[config.mk]
export PLATFORM = sky130hd
export DESIGN_NAME = gqg_ctrl
export DESIGN_NICKNAME = d
export VERILOG_FILES = /design/src/hw/rtl/gqg_pkg.sv /design/src/hw/rtl/gqg_ctrl.sv
export SDC_FILE = /design/constraint.sdc
export NUM_CORES = 1
export LEC_CHECK = 0
export CORE_MARGIN = 4
export CORE_UTILIZATION = 55
export DETAILED_ROUTE_END_ITERATION = 8
export DONT_BUFFER_PORTS = 1
export PLACE_DENSITY = 0.7
export RECOVER_POWER = 50
export SETUP_SLACK_MARGIN = 0.15
export SYNTH_ARGS = -nofsm -noshare
export SYNTH_HDL_FRONTEND = slang
export SYNTH_SLANG_ARGS = --single-unit
[constraint.sdc]
create_clock -name clk -period 3.4 [get_ports clk]
set_input_delay 0.51 -clock clk [delete_from_list [all_inputs] [get_ports clk]]
set_output_delay 0.51 -clock clk [all_outputs]
set_load 0.05 [all_outputs]
[src/hw/rtl/gqg_pkg.sv]
// ----------------------------------------------------------------------------
// gqg_pkg: shared types and constants of the glyph quad generator
// Table geometry, opcodes, register indexes, divider sizes and the
// command/status structs between controller and datapath.
// ----------------------------------------------------------------------------
package gqg_pkg;

	// glyph table geometry
	localparam int MAX_GLYPHS = 256;
	localparam int IDX_W      = $clog2(MAX_GLYPHS);
	localparam int CNT_W      = $clog2(MAX_GLYPHS + 1);

	// divider: 36 bit signed numerator, 35 bit magnitude, 14 bit divisor
	localparam int NUM_W  = 36;
	localparam int MAG_W  = 35;
	localparam int DEN_W  = 14;
	localparam int QS_W   = 37;
	localparam int STEP_W = 6;
	localparam logic [STEP_W-1:0] DIV_STEPS = STEP_W'(MAG_W);

	// opcodes
	localparam logic [2:0] OP_CLEAR    = 3'd0;
	localparam logic [2:0] OP_APPEND   = 3'd1;
	localparam logic [2:0] OP_PEN      = 3'd2;
	localparam logic [2:0] OP_DRAW     = 3'd3;
	localparam logic [2:0] OP_VRESTART = 3'd4;

	// configuration register indexes
	localparam logic [1:0] REG_TEX_W   = 2'd0;
	localparam logic [1:0] REG_TEX_H   = 2'd1;
	localparam logic [1:0] REG_GLYPH_H = 2'd2;

	// per-glyph division jobs, in issue order
	localparam logic [3:0] JOB_X0  = 4'd0;
	localparam logic [3:0] JOB_X1  = 4'd1;
	localparam logic [3:0] JOB_Y0  = 4'd2;
	localparam logic [3:0] JOB_Y1  = 4'd3;
	localparam logic [3:0] JOB_ADV = 4'd4;
	localparam logic [3:0] JOB_U0  = 4'd5;
	localparam logic [3:0] JOB_U1  = 4'd6;
	localparam logic [3:0] JOB_V0  = 4'd7;
	localparam logic [3:0] JOB_V1  = 4'd8;

	// output beats: four vertices then six indices
	localparam logic [3:0] BEAT_FIRST_IDX = 4'd4;
	localparam logic [3:0] BEAT_LAST      = 4'd9;

	localparam logic signed [23:0] POS_MAX = 24'sh7FFFFF;
	localparam logic signed [23:0] POS_MIN = -24'sh800000;
	localparam logic [16:0]        TEX_ONE = 17'h10000;

	// one stored glyph entry; ty and oy are kept already flipped
	typedef struct packed {
		logic [15:0]        code;
		logic [11:0]        tx;
		logic signed [13:0] ty;
		logic [11:0]        w;
		logic [11:0]        h;
		logic signed [11:0] ox;
		logic signed [13:0] oy;
		logic [11:0]        adv;
		logic [11:0]        lh;
	} entry_t;

	localparam int ENTRY_W = $bits(entry_t);

	typedef struct packed {
		logic       op_exec;
		logic       srch_init;
		logic       srch_rd;
		logic       srch_next;
		logic       mul_go;
		logic       div_load;
		logic       div_step;
		logic       store;
		logic       beat_next;
		logic       draw_finish;
		logic [3:0] job;
	} ctrl_cmd_t;

	typedef struct packed {
		logic count_zero;
		logic srch_hit;
		logic srch_end;
		logic lh_zero;
		logic div_done;
		logic beat_last;
	} dp_stat_t;

	// vertex offset of each index beat: 0 1 2 1 2 3
	function automatic logic [1:0] idx_offset(input logic [3:0] beat);
		logic [1:0] r;
		case (beat)
			4'd4:    r = 2'd0;
			4'd5:    r = 2'd1;
			4'd6:    r = 2'd2;
			4'd7:    r = 2'd1;
			4'd8:    r = 2'd2;
			4'd9:    r = 2'd3;
			default: r = 2'd0;
		endcase
		return r;
	endfunction

endpackage

[src/hw/rtl/gqg_ctrl.sv]
// ----------------------------------------------------------------------------
// gqg_ctrl: sequencer of the glyph quad generator
// Takes input beats, walks the table search, runs the nine division jobs
// of a glyph and hands out the ten output beats.
// ----------------------------------------------------------------------------
module gqg_ctrl (
	input  logic               clk,
	input  logic               arst_n,
	input  logic               in_valid,
	output logic               in_ready,
	input  logic [2:0]         op,
	output logic               out_valid,
	input  logic               out_ready,
	input  gqg_pkg::dp_stat_t  stat,
	output gqg_pkg::ctrl_cmd_t cmd
);

	typedef enum logic [7:0] {
		ST_IDLE    = 8'b0000_0001,
		ST_SRCH_RD = 8'b0000_0010,
		ST_SRCH_CM = 8'b0000_0100,
		ST_MUL     = 8'b0000_1000,
		ST_DIVLD   = 8'b0001_0000,
		ST_DIV     = 8'b0010_0000,
		ST_STORE   = 8'b0100_0000,
		ST_EMIT    = 8'b1000_0000
	} state_t;

	state_t     state_q, state_d;
	logic [3:0] job_q, job_d;

	assign in_ready  = (state_q == ST_IDLE);
	assign out_valid = (state_q == ST_EMIT);

	// next state and commands
	always_comb begin
		state_d = state_q;
		job_d   = job_q;
		cmd     = '0;
		cmd.job = job_q;
		case (state_q)
			ST_IDLE: begin
				if (in_valid) begin
					cmd.op_exec = 1'b1;
					if (op == gqg_pkg::OP_DRAW && !stat.count_zero) begin
						cmd.srch_init = 1'b1;
						state_d       = ST_SRCH_RD;
					end
				end
			end
			ST_SRCH_RD: begin
				cmd.srch_rd = 1'b1;
				state_d     = ST_SRCH_CM;
			end
			ST_SRCH_CM: begin
				if (stat.srch_hit) begin
					// zero line height draws nothing
					if (stat.lh_zero) begin
						state_d = ST_IDLE;
					end else begin
						job_d   = gqg_pkg::JOB_X0;
						state_d = ST_MUL;
					end
				end else if (stat.srch_end) begin
					state_d = ST_IDLE;
				end else begin
					cmd.srch_next = 1'b1;
					state_d       = ST_SRCH_RD;
				end
			end
			ST_MUL: begin
				cmd.mul_go = 1'b1;
				state_d    = ST_DIVLD;
			end
			ST_DIVLD: begin
				cmd.div_load = 1'b1;
				state_d      = ST_DIV;
			end
			ST_DIV: begin
				if (stat.div_done) begin
					state_d = ST_STORE;
				end else begin
					cmd.div_step = 1'b1;
				end
			end
			ST_STORE: begin
				cmd.store = 1'b1;
				if (job_q == gqg_pkg::JOB_V1) begin
					state_d = ST_EMIT;
				end else begin
					job_d   = job_q + 4'd1;
					state_d = ST_MUL;
				end
			end
			ST_EMIT: begin
				if (out_ready) begin
					if (stat.beat_last) begin
						cmd.draw_finish = 1'b1;
						state_d         = ST_IDLE;
					end else begin
						cmd.beat_next = 1'b1;
					end
				end
			end
			default: begin
				state_d = ST_IDLE;
			end
		endcase
	end

	always_ff @(posedge clk or negedge arst_n) begin
		if (!arst_n) begin
			state_q <= ST_IDLE;
			job_q   <= gqg_pkg::JOB_X0;
		end else begin
			state_q <= state_d;
			job_q   <= job_d;
		end
	end

endmodule

==> results of run 1 <==
-- final cells by class --
type	count	area [um2]	area share (%)
repair buffers	4	32.5	3.68
well taps	15	18.8	2.12
flip-flops and latches	12	302	34.1
clock buffers	4	36.3	4.10
inverters	7	26.3	2.97
multi-input cells	68	469	53.0
-- flip-flops by register name, summed over array words and instances, names as in the netlist --
| register | count |
|---|---|
| state_q | 8 |
| job_q | 4 |
-- cell usage after synthesis (all sizes together) --
| master | instances |
|---|---|
| a21o | 1 |
| a2bb2oi | 2 |
| and2 | 1 |
| and2b | 1 |
| and3 | 2 |
| and4b | 3 |
| buf | 1 |
| dfrtp | 11 |
| dfstp | 1 |
| ha | 2 |
| inv | 7 |
| mux2i | 1 |
| nand2 | 4 |
| nand2b | 1 |
| nand3 | 7 |
| nand3b | 1 |
| nand4 | 5 |
| nor2 | 10 |
| nor2b | 5 |
| nor3 | 3 |
| nor3b | 2 |
| nor4 | 2 |
| o2111ai | 1 |
| o211ai | 1 |
| o21a | 1 |
| o21ai | 7 |
| or2 | 2 |
| xnor2 | 1 |
| xor2 | 2 |
-- final timing paths --
path,from,end,slack (ps)
max in group asynchronous,arst_n,job_q[2],2440
worst min-delay path,arst_n,state_q[0],60
worst min register to register,state_q[1],state_q[2],690
worst max-delay path,state_q[1],cmd[4],630
worst max register to register,state_q[1],state_q[1],1250
min in group clk,stat[1],state_q[6],340
-- critical path, cell delays in order (launching register included) --
cell and delay, ps:
dfrtp_1 470, nor4_4 510, and3_2 470, and3_1 520
-- per-stage QoR --
step / total power (uW) / hold slack [ps]
final: 386 / 58.6
after global routing: 403 / 51.1
after detailed placement: 267 / 215
after global placement: 266 / 215
after CTS: 386 / 60.2
after floorplan: 263 / 214
-- power groups by stage --
| stage | sequential (uW) | clock, uW | combinational, uW |
|---|---|---|---|
| floorplan | 165 | 0 | 98.0 |
| global placement | 176 | 0 | 90.0 |
| detailed placement | 176 | 0 | 90.3 |
| CTS | 174 | 118 | 94.0 |
| global route | 175 | 125 | 103 |
| finish | 174 | 118 | 94.0 |
-- logic make-up (layout without fill, tap and decap cells) --
group | after synthesis | count (layout) | share of synthesized area, %
XOR/XNOR | 3 | 3 | 3.27
AO/OA/AOI/OAI | 13 | 13 | 11.4
flip-flops | 12 | 12 | 37.5
multiplexers | 1 | 1 | 1.25
buffers and inverters | 8 | 15 | 4.67
adder cells (fa/ha/maj) | 2 | 2 | 3.11
AND/OR/NAND/NOR | 49 | 49 | 38.8
-- timing repair --
action,in CTS,in global routing
hold buffers,1,0
hold endpoints to repair,11,0
setup buffers,0,0
-- routing by layer --
| metal | global-route usage (%) | routed length, um |
|---|---|---|
| met5 | 0 | 0 |
| met4 | 7.39 | 13 |
| met3 | 5.47 | 138 |
| met2 | 30.8 | 831 |
| met1 | 22.5 | 718 |
==> results.cfg, run 1 <==
[cells_and_area]
final_cells = 110
layout_commonest_cell = dfrtp_1
final_net_count = 111
area_growth_pct = 10.1
final_cell_area_excluding_filler_cells_um2 = 885
final_core_util_pct = 66.3
final_cell_mix = dfrtp_1 (11), nor2_1 (10), inv_1 (7), nand3_1 (7), o21ai_0 (7)
final_layout_size_suffix_gt1_share_pct = 16.8
nFillCells = 111
antennaDiodeCount = 0

[place]
placement_stage_cell_area_um2 = 838
detailedPlacementHpwl_um = 1330
placement.setup.worst_slack_ps = 944
placed_cells_incl_taps = 105
gp_congestion = 0.838
port_buffer_count = 0

[sta]
slew_headroom_pct = 41.4
worst_clock_skew_ps = 9.26
timing.final.setup_violations = 0
setup-tns-final_ps = 0
drv_slew = 0
postLayoutSetupSlackWorst_ps = 628
grt_setup_unrepaired = false
max_clock_freq_mhz = 361
layout_min_cycle_time_ps = 2770
hold_violations = 0
worst_pin_slew_ps = 874
ratio_of_final_minimum_period_to_clock_period_pct = 81.5

[flow_run]
drv_cap = 0

[run_status]
status = completed

[cts]
tritoncts_num_sinks = 12
worst_skew_late_latency_ps = 280
cts_inserted_buffers = 3
htree_levels = 1
cts_tree = yes
ctsLongestPathBuffers = 2
root_buffer = clkbuf_4
clk_transition_reported_paths_ps = 90
ctsResizeCount = 0

[power_and_ir_drop]
pwr-share-comb_pct = 24.4
cellPowerDensity_nw_per_um2 = 436
switching_power_uw = 138
p_clk_share_pct = 30.5
power_switching_share_pct = 35.6
vdd.ir_drop.worst_mv = 0.222
cellInternalPower_uw = 248
power.sequential.fraction_pct = 45.1
p_leak_uw = 0.000438

[routing]
postRouteAntennaNets = 0
detail_routed_net_length_per_standard_cell_um = 15.5
avgViaCountPerCell = 6.15
drcViolationCount = 0
finalWirelength_um = 1700
vias = 676
drt-initial-drc-count = 20
drtPass1Iterations = 4

[die]
initial_utilization_pct = 60.2
dieArea_um2 = 2140
ios = 29
die_width_um = 46.2
die_outline_height_um = 46.2
std_cell_rows = 13
core-area_um2 = 1330

[critical_path]
timing.critical_path.required_ps = 2890
timing.critical_path.arrival_ps = 2260
worst-setup-path-type = flip-flop to primary output
crit_path_end_kind = primary output
crit_path_max_fanout = 8
reg2reg_depth = 4
setup.worst_path.start_class = flip-flop

[grt]
vias_in_the_first_global_route = 687
grt.total_usage_pct = 18.6
grt_start_max_net_pins = 12
first_pass_grt_wire_length_um = 2820
grt.overflow.total = 0
antenna_found_initial = 0

[logic_synthesis]
synth.distinct_cells = 35
post-synth-top-area-fraction_pct = 34.3
mappedNetlistNets = 103
synth.area.top_cells = dfrtp_1 (34%), nor2_1 (4.7%), nand3_1 (4.4%), o21ai_0 (4.4%), nor2b_1 (3.9%)
avgSynthCellArea_um2 = 9.13
mappedNetlistArea_um2 = 803
synthesis.yosys.warnings = 0
synth_seq_cells = 12
postSynthCellCount = 88
post-synth-top-area-cell = dfrtp_1
yosysSeqAreaShare_pct = 37.5

[hold_path]
worst_hold_class = input pin to asynchronous set/reset pin
Power figures use the tool's default switching activity.
==> inputs of run 2 (changes only) <==
--- a/config.mk
+++ b/config.mk
@@ -5,11 +5,12 @@
 export SDC_FILE = /design/constraint.sdc
 export NUM_CORES = 1
 export LEC_CHECK = 0
+export ABC_AREA = 1
 export CORE_MARGIN = 4
-export CORE_UTILIZATION = 55
+export CORE_UTILIZATION = 54
 export DETAILED_ROUTE_END_ITERATION = 8
 export DONT_BUFFER_PORTS = 1
-export PLACE_DENSITY = 0.7
+export PLACE_DENSITY = 0.72
 export RECOVER_POWER = 50
 export SETUP_SLACK_MARGIN = 0.15
 export SYNTH_ARGS = -nofsm -noshare
==> constraint.sdc (replaced) <==
create_clock -name clk -period 2.5 [get_ports clk]
set_input_delay 0.375 -clock clk [delete_from_list [all_inputs] [get_ports clk]]
set_output_delay 0.375 -clock clk [all_outputs]
set_load 0.05 [all_outputs]
==> results.cfg, run 2 <==
[cells_and_area]
nFillCells = 140
area_growth_pct = 9.60
register_ranked_first_by_flip_flop_count = state_q
final_layout_size_suffix_gt1_share_pct = 21.5
final_cell_area_excluding_filler_cells_um2 = 928
final_net_count = 146
antennaDiodeCount = 0
final_cell_mix = inv_1 (25), nand2_1 (25), nor2_1 (21)
largest_reg_flops = 8
top_registers = state_q (8), job_q (4)

[logic_synthesis]
postSynthCellCount = 120
avgSynthCellArea_um2 = 7.06
synth_seq_cells = 12
synth_top_cells_by_count = inv_1 (25), nand2_1 (24), nor2_1 (19), dfrtp_1 (11), nand3_1 (6)
async_reset_ff_share_pct = 100
yosysSeqAreaShare_pct = 35.6
synthMostInstantiatedCell = inv_1
post-synth-top-area-fraction_pct = 32.5
synth.distinct_cells = 22
synth.area.top_cells = dfrtp_1 (32%), inv_1 (11%), nand2_1 (11%), nor2_1 (8.4%), nand3_2 (4.7%)
mappedNetlistNets = 135
post-synth-top-area-cell = dfrtp_1
synthesis.yosys.warnings = 0
yosys_most_used_dff = dfrtp_1
synth-edff-count = 0
mappedNetlistArea_um2 = 847

[sta]
max_clock_freq_mhz = 474
timing.final.setup_violations = 0
drv_slew = 0
setup-tns-final_ps = 0
ratio_of_final_minimum_period_to_clock_period_pct = 84.3
timing.hold.ws_ps = 309
layout_min_cycle_time_ps = 2110
worst_pin_slew_ps = 578
slew_headroom_pct = 61.4
grt_setup_unrepaired = false
hold_violations = 0
worst_clock_skew_ps = 2.13

[die]
initial_utilization_pct = 56.9
die_width_um = 47.6
ios = 29
dieArea_um2 = 2270
die_outline_height_um = 47.6
std_cell_rows = 14
core-area_um2 = 1490

[critical_path]
timing.critical_path.arrival_ps = 1730
crit_path_end_kind = primary output
crit_path_max_fanout = 4
path_common_cell = nand2_1
timing.critical_path.slowest_stage_cell = dfrtp_1
critical_path.cell_chain = nor2_1, nand2_1, inv_2, nand2_1, inv_1, buf_4, nand2_1, nor2_1, buf_4
worst-setup-path-type = flip-flop to primary output
timing.critical_path.required_ps = 2120
setup.worst_path.start_class = flip-flop
slowest_delay_ps = 380

[grt]
gr-usage-met2_pct = 28.1
grt.overflow.total = 0
globalRouteMet3Util_pct = 4.89
grt_start_max_net_pins = 13
globalRoute.busiestLayer = met2
grt.total_usage_pct = 15.6
gr-usage-met1_pct = 16.9
antenna_found_initial = 0
vias_in_the_first_global_route = 665
first_pass_grt_wire_length_um = 2470

[cts]
root_buffer = clkbuf_4
cts_inserted_buffers = 3
worst_skew_late_latency_ps = 260
htree_levels = 1
tritoncts_num_sinks = 12
cts_tree = yes
clk_transition_reported_paths_ps = 70
ctsLongestPathBuffers = 2

[place]
port_buffer_count = 0
detailedPlacementHpwl_um = 1360
gp_congestion = 0.814
placement_stage_cell_area_um2 = 905

[run_status]
status = completed

[power_and_ir_drop]
total_power_uw = 958
cellPowerDensity_nw_per_um2 = 1030
vdd.ir_drop.worst_mv = 0.652
p_leak_uw = 0.000566

[flow_run]
drv_cap = 0

[routing]
drt-initial-drc-count = 10
finalWirelength_um = 1570
avgViaCountPerCell = 4.90
vias = 716
postRouteAntennaNets = 0
drtPass1Iterations = 4
drcViolationCount = 0
detail_routed_net_length_per_standard_cell_um = 10.8

[hold_path]
worst_hold_class = input pin to flip-flop
-- run 2: cells by family (layout without fill, tap and decap cells) --
group / Yosys count / after routing / share of synthesized area [%]
AND/OR/NAND/NOR: 68 / 68 / 40.8
adder cells (fa/ha/maj): 2 / 2 / 2.95
AO/OA/AOI/OAI: 6 / 6 / 5.32
XOR/XNOR: 2 / 2 / 2.07
buffers and inverters: 30 / 40 / 13.3
flip-flops: 12 / 12 / 35.6
-- run 2: worst paths after layout --
kind | startpoint | to | slack, ps | depth (start not counted)
min reg2reg | state_q[0] | state_q[0] | 590 | 4
min in group asynchronous | arst_n | job_q[2] | 530 | 1
max | state_q[1] | cmd[5] | 390 | 9
min | stat[4] | state_q[3] | 310 | 2
max reg2reg | state_q[7] | state_q[1] | 820 | 7
max in group asynchronous | arst_n | state_q[0] | 1610 | 1
-- run 2: layer usage --
metal | wire length, um | vias to the layer above
met2 | 776 | 23
li1 | - | 379
met5 | 0 | -
met3 | 153 | 0
met1 | 641 | 314
met4 | 0 | 0
-- run 2: area by class of cell --
type,count,area (um2),share of cell area (%)
Inverter,30,113,12.1
Tap cell,16,20.0,2.16
Timing Repair Buffer,6,47.5,5.12
Clock buffer,4,26.3,2.83
Multi-Input combinational cell,78,420,45.3
Sequential cell,12,302,32.5
-- run 2: timing repair --
action,4_1_cts,5_1_grt
hold buffers,1,0
hold endpoints to repair,12,0
gates resized for setup,0,0
setup buffers,0,0
-- run 2: critical path, delay by kind of cell (launching register included) --
family        cells  cell delay [ps]
flops             1              380
simple gates      5              560
buf+inv           4              530
-- run 2: report_power, final --
| group | switching [uW] | internal (uW) |
|---|---|---|
| combinational | 291 | 137 |
| clock | 55.5 | 61.6 |
| sequential | 164 | 249 |
-- run 2: through the flow --
stage / std cells / util (%) / worst slack [ps]
final: 146 / 62.4 / 392
after global routing: 146 / 62.4 / 221
after CTS: 146 / 63.2 / 460
after detailed placement: 141 / 60.8 / 750
after global placement: 141 / 60.8 / 771
after floorplan: 120 / - / 306
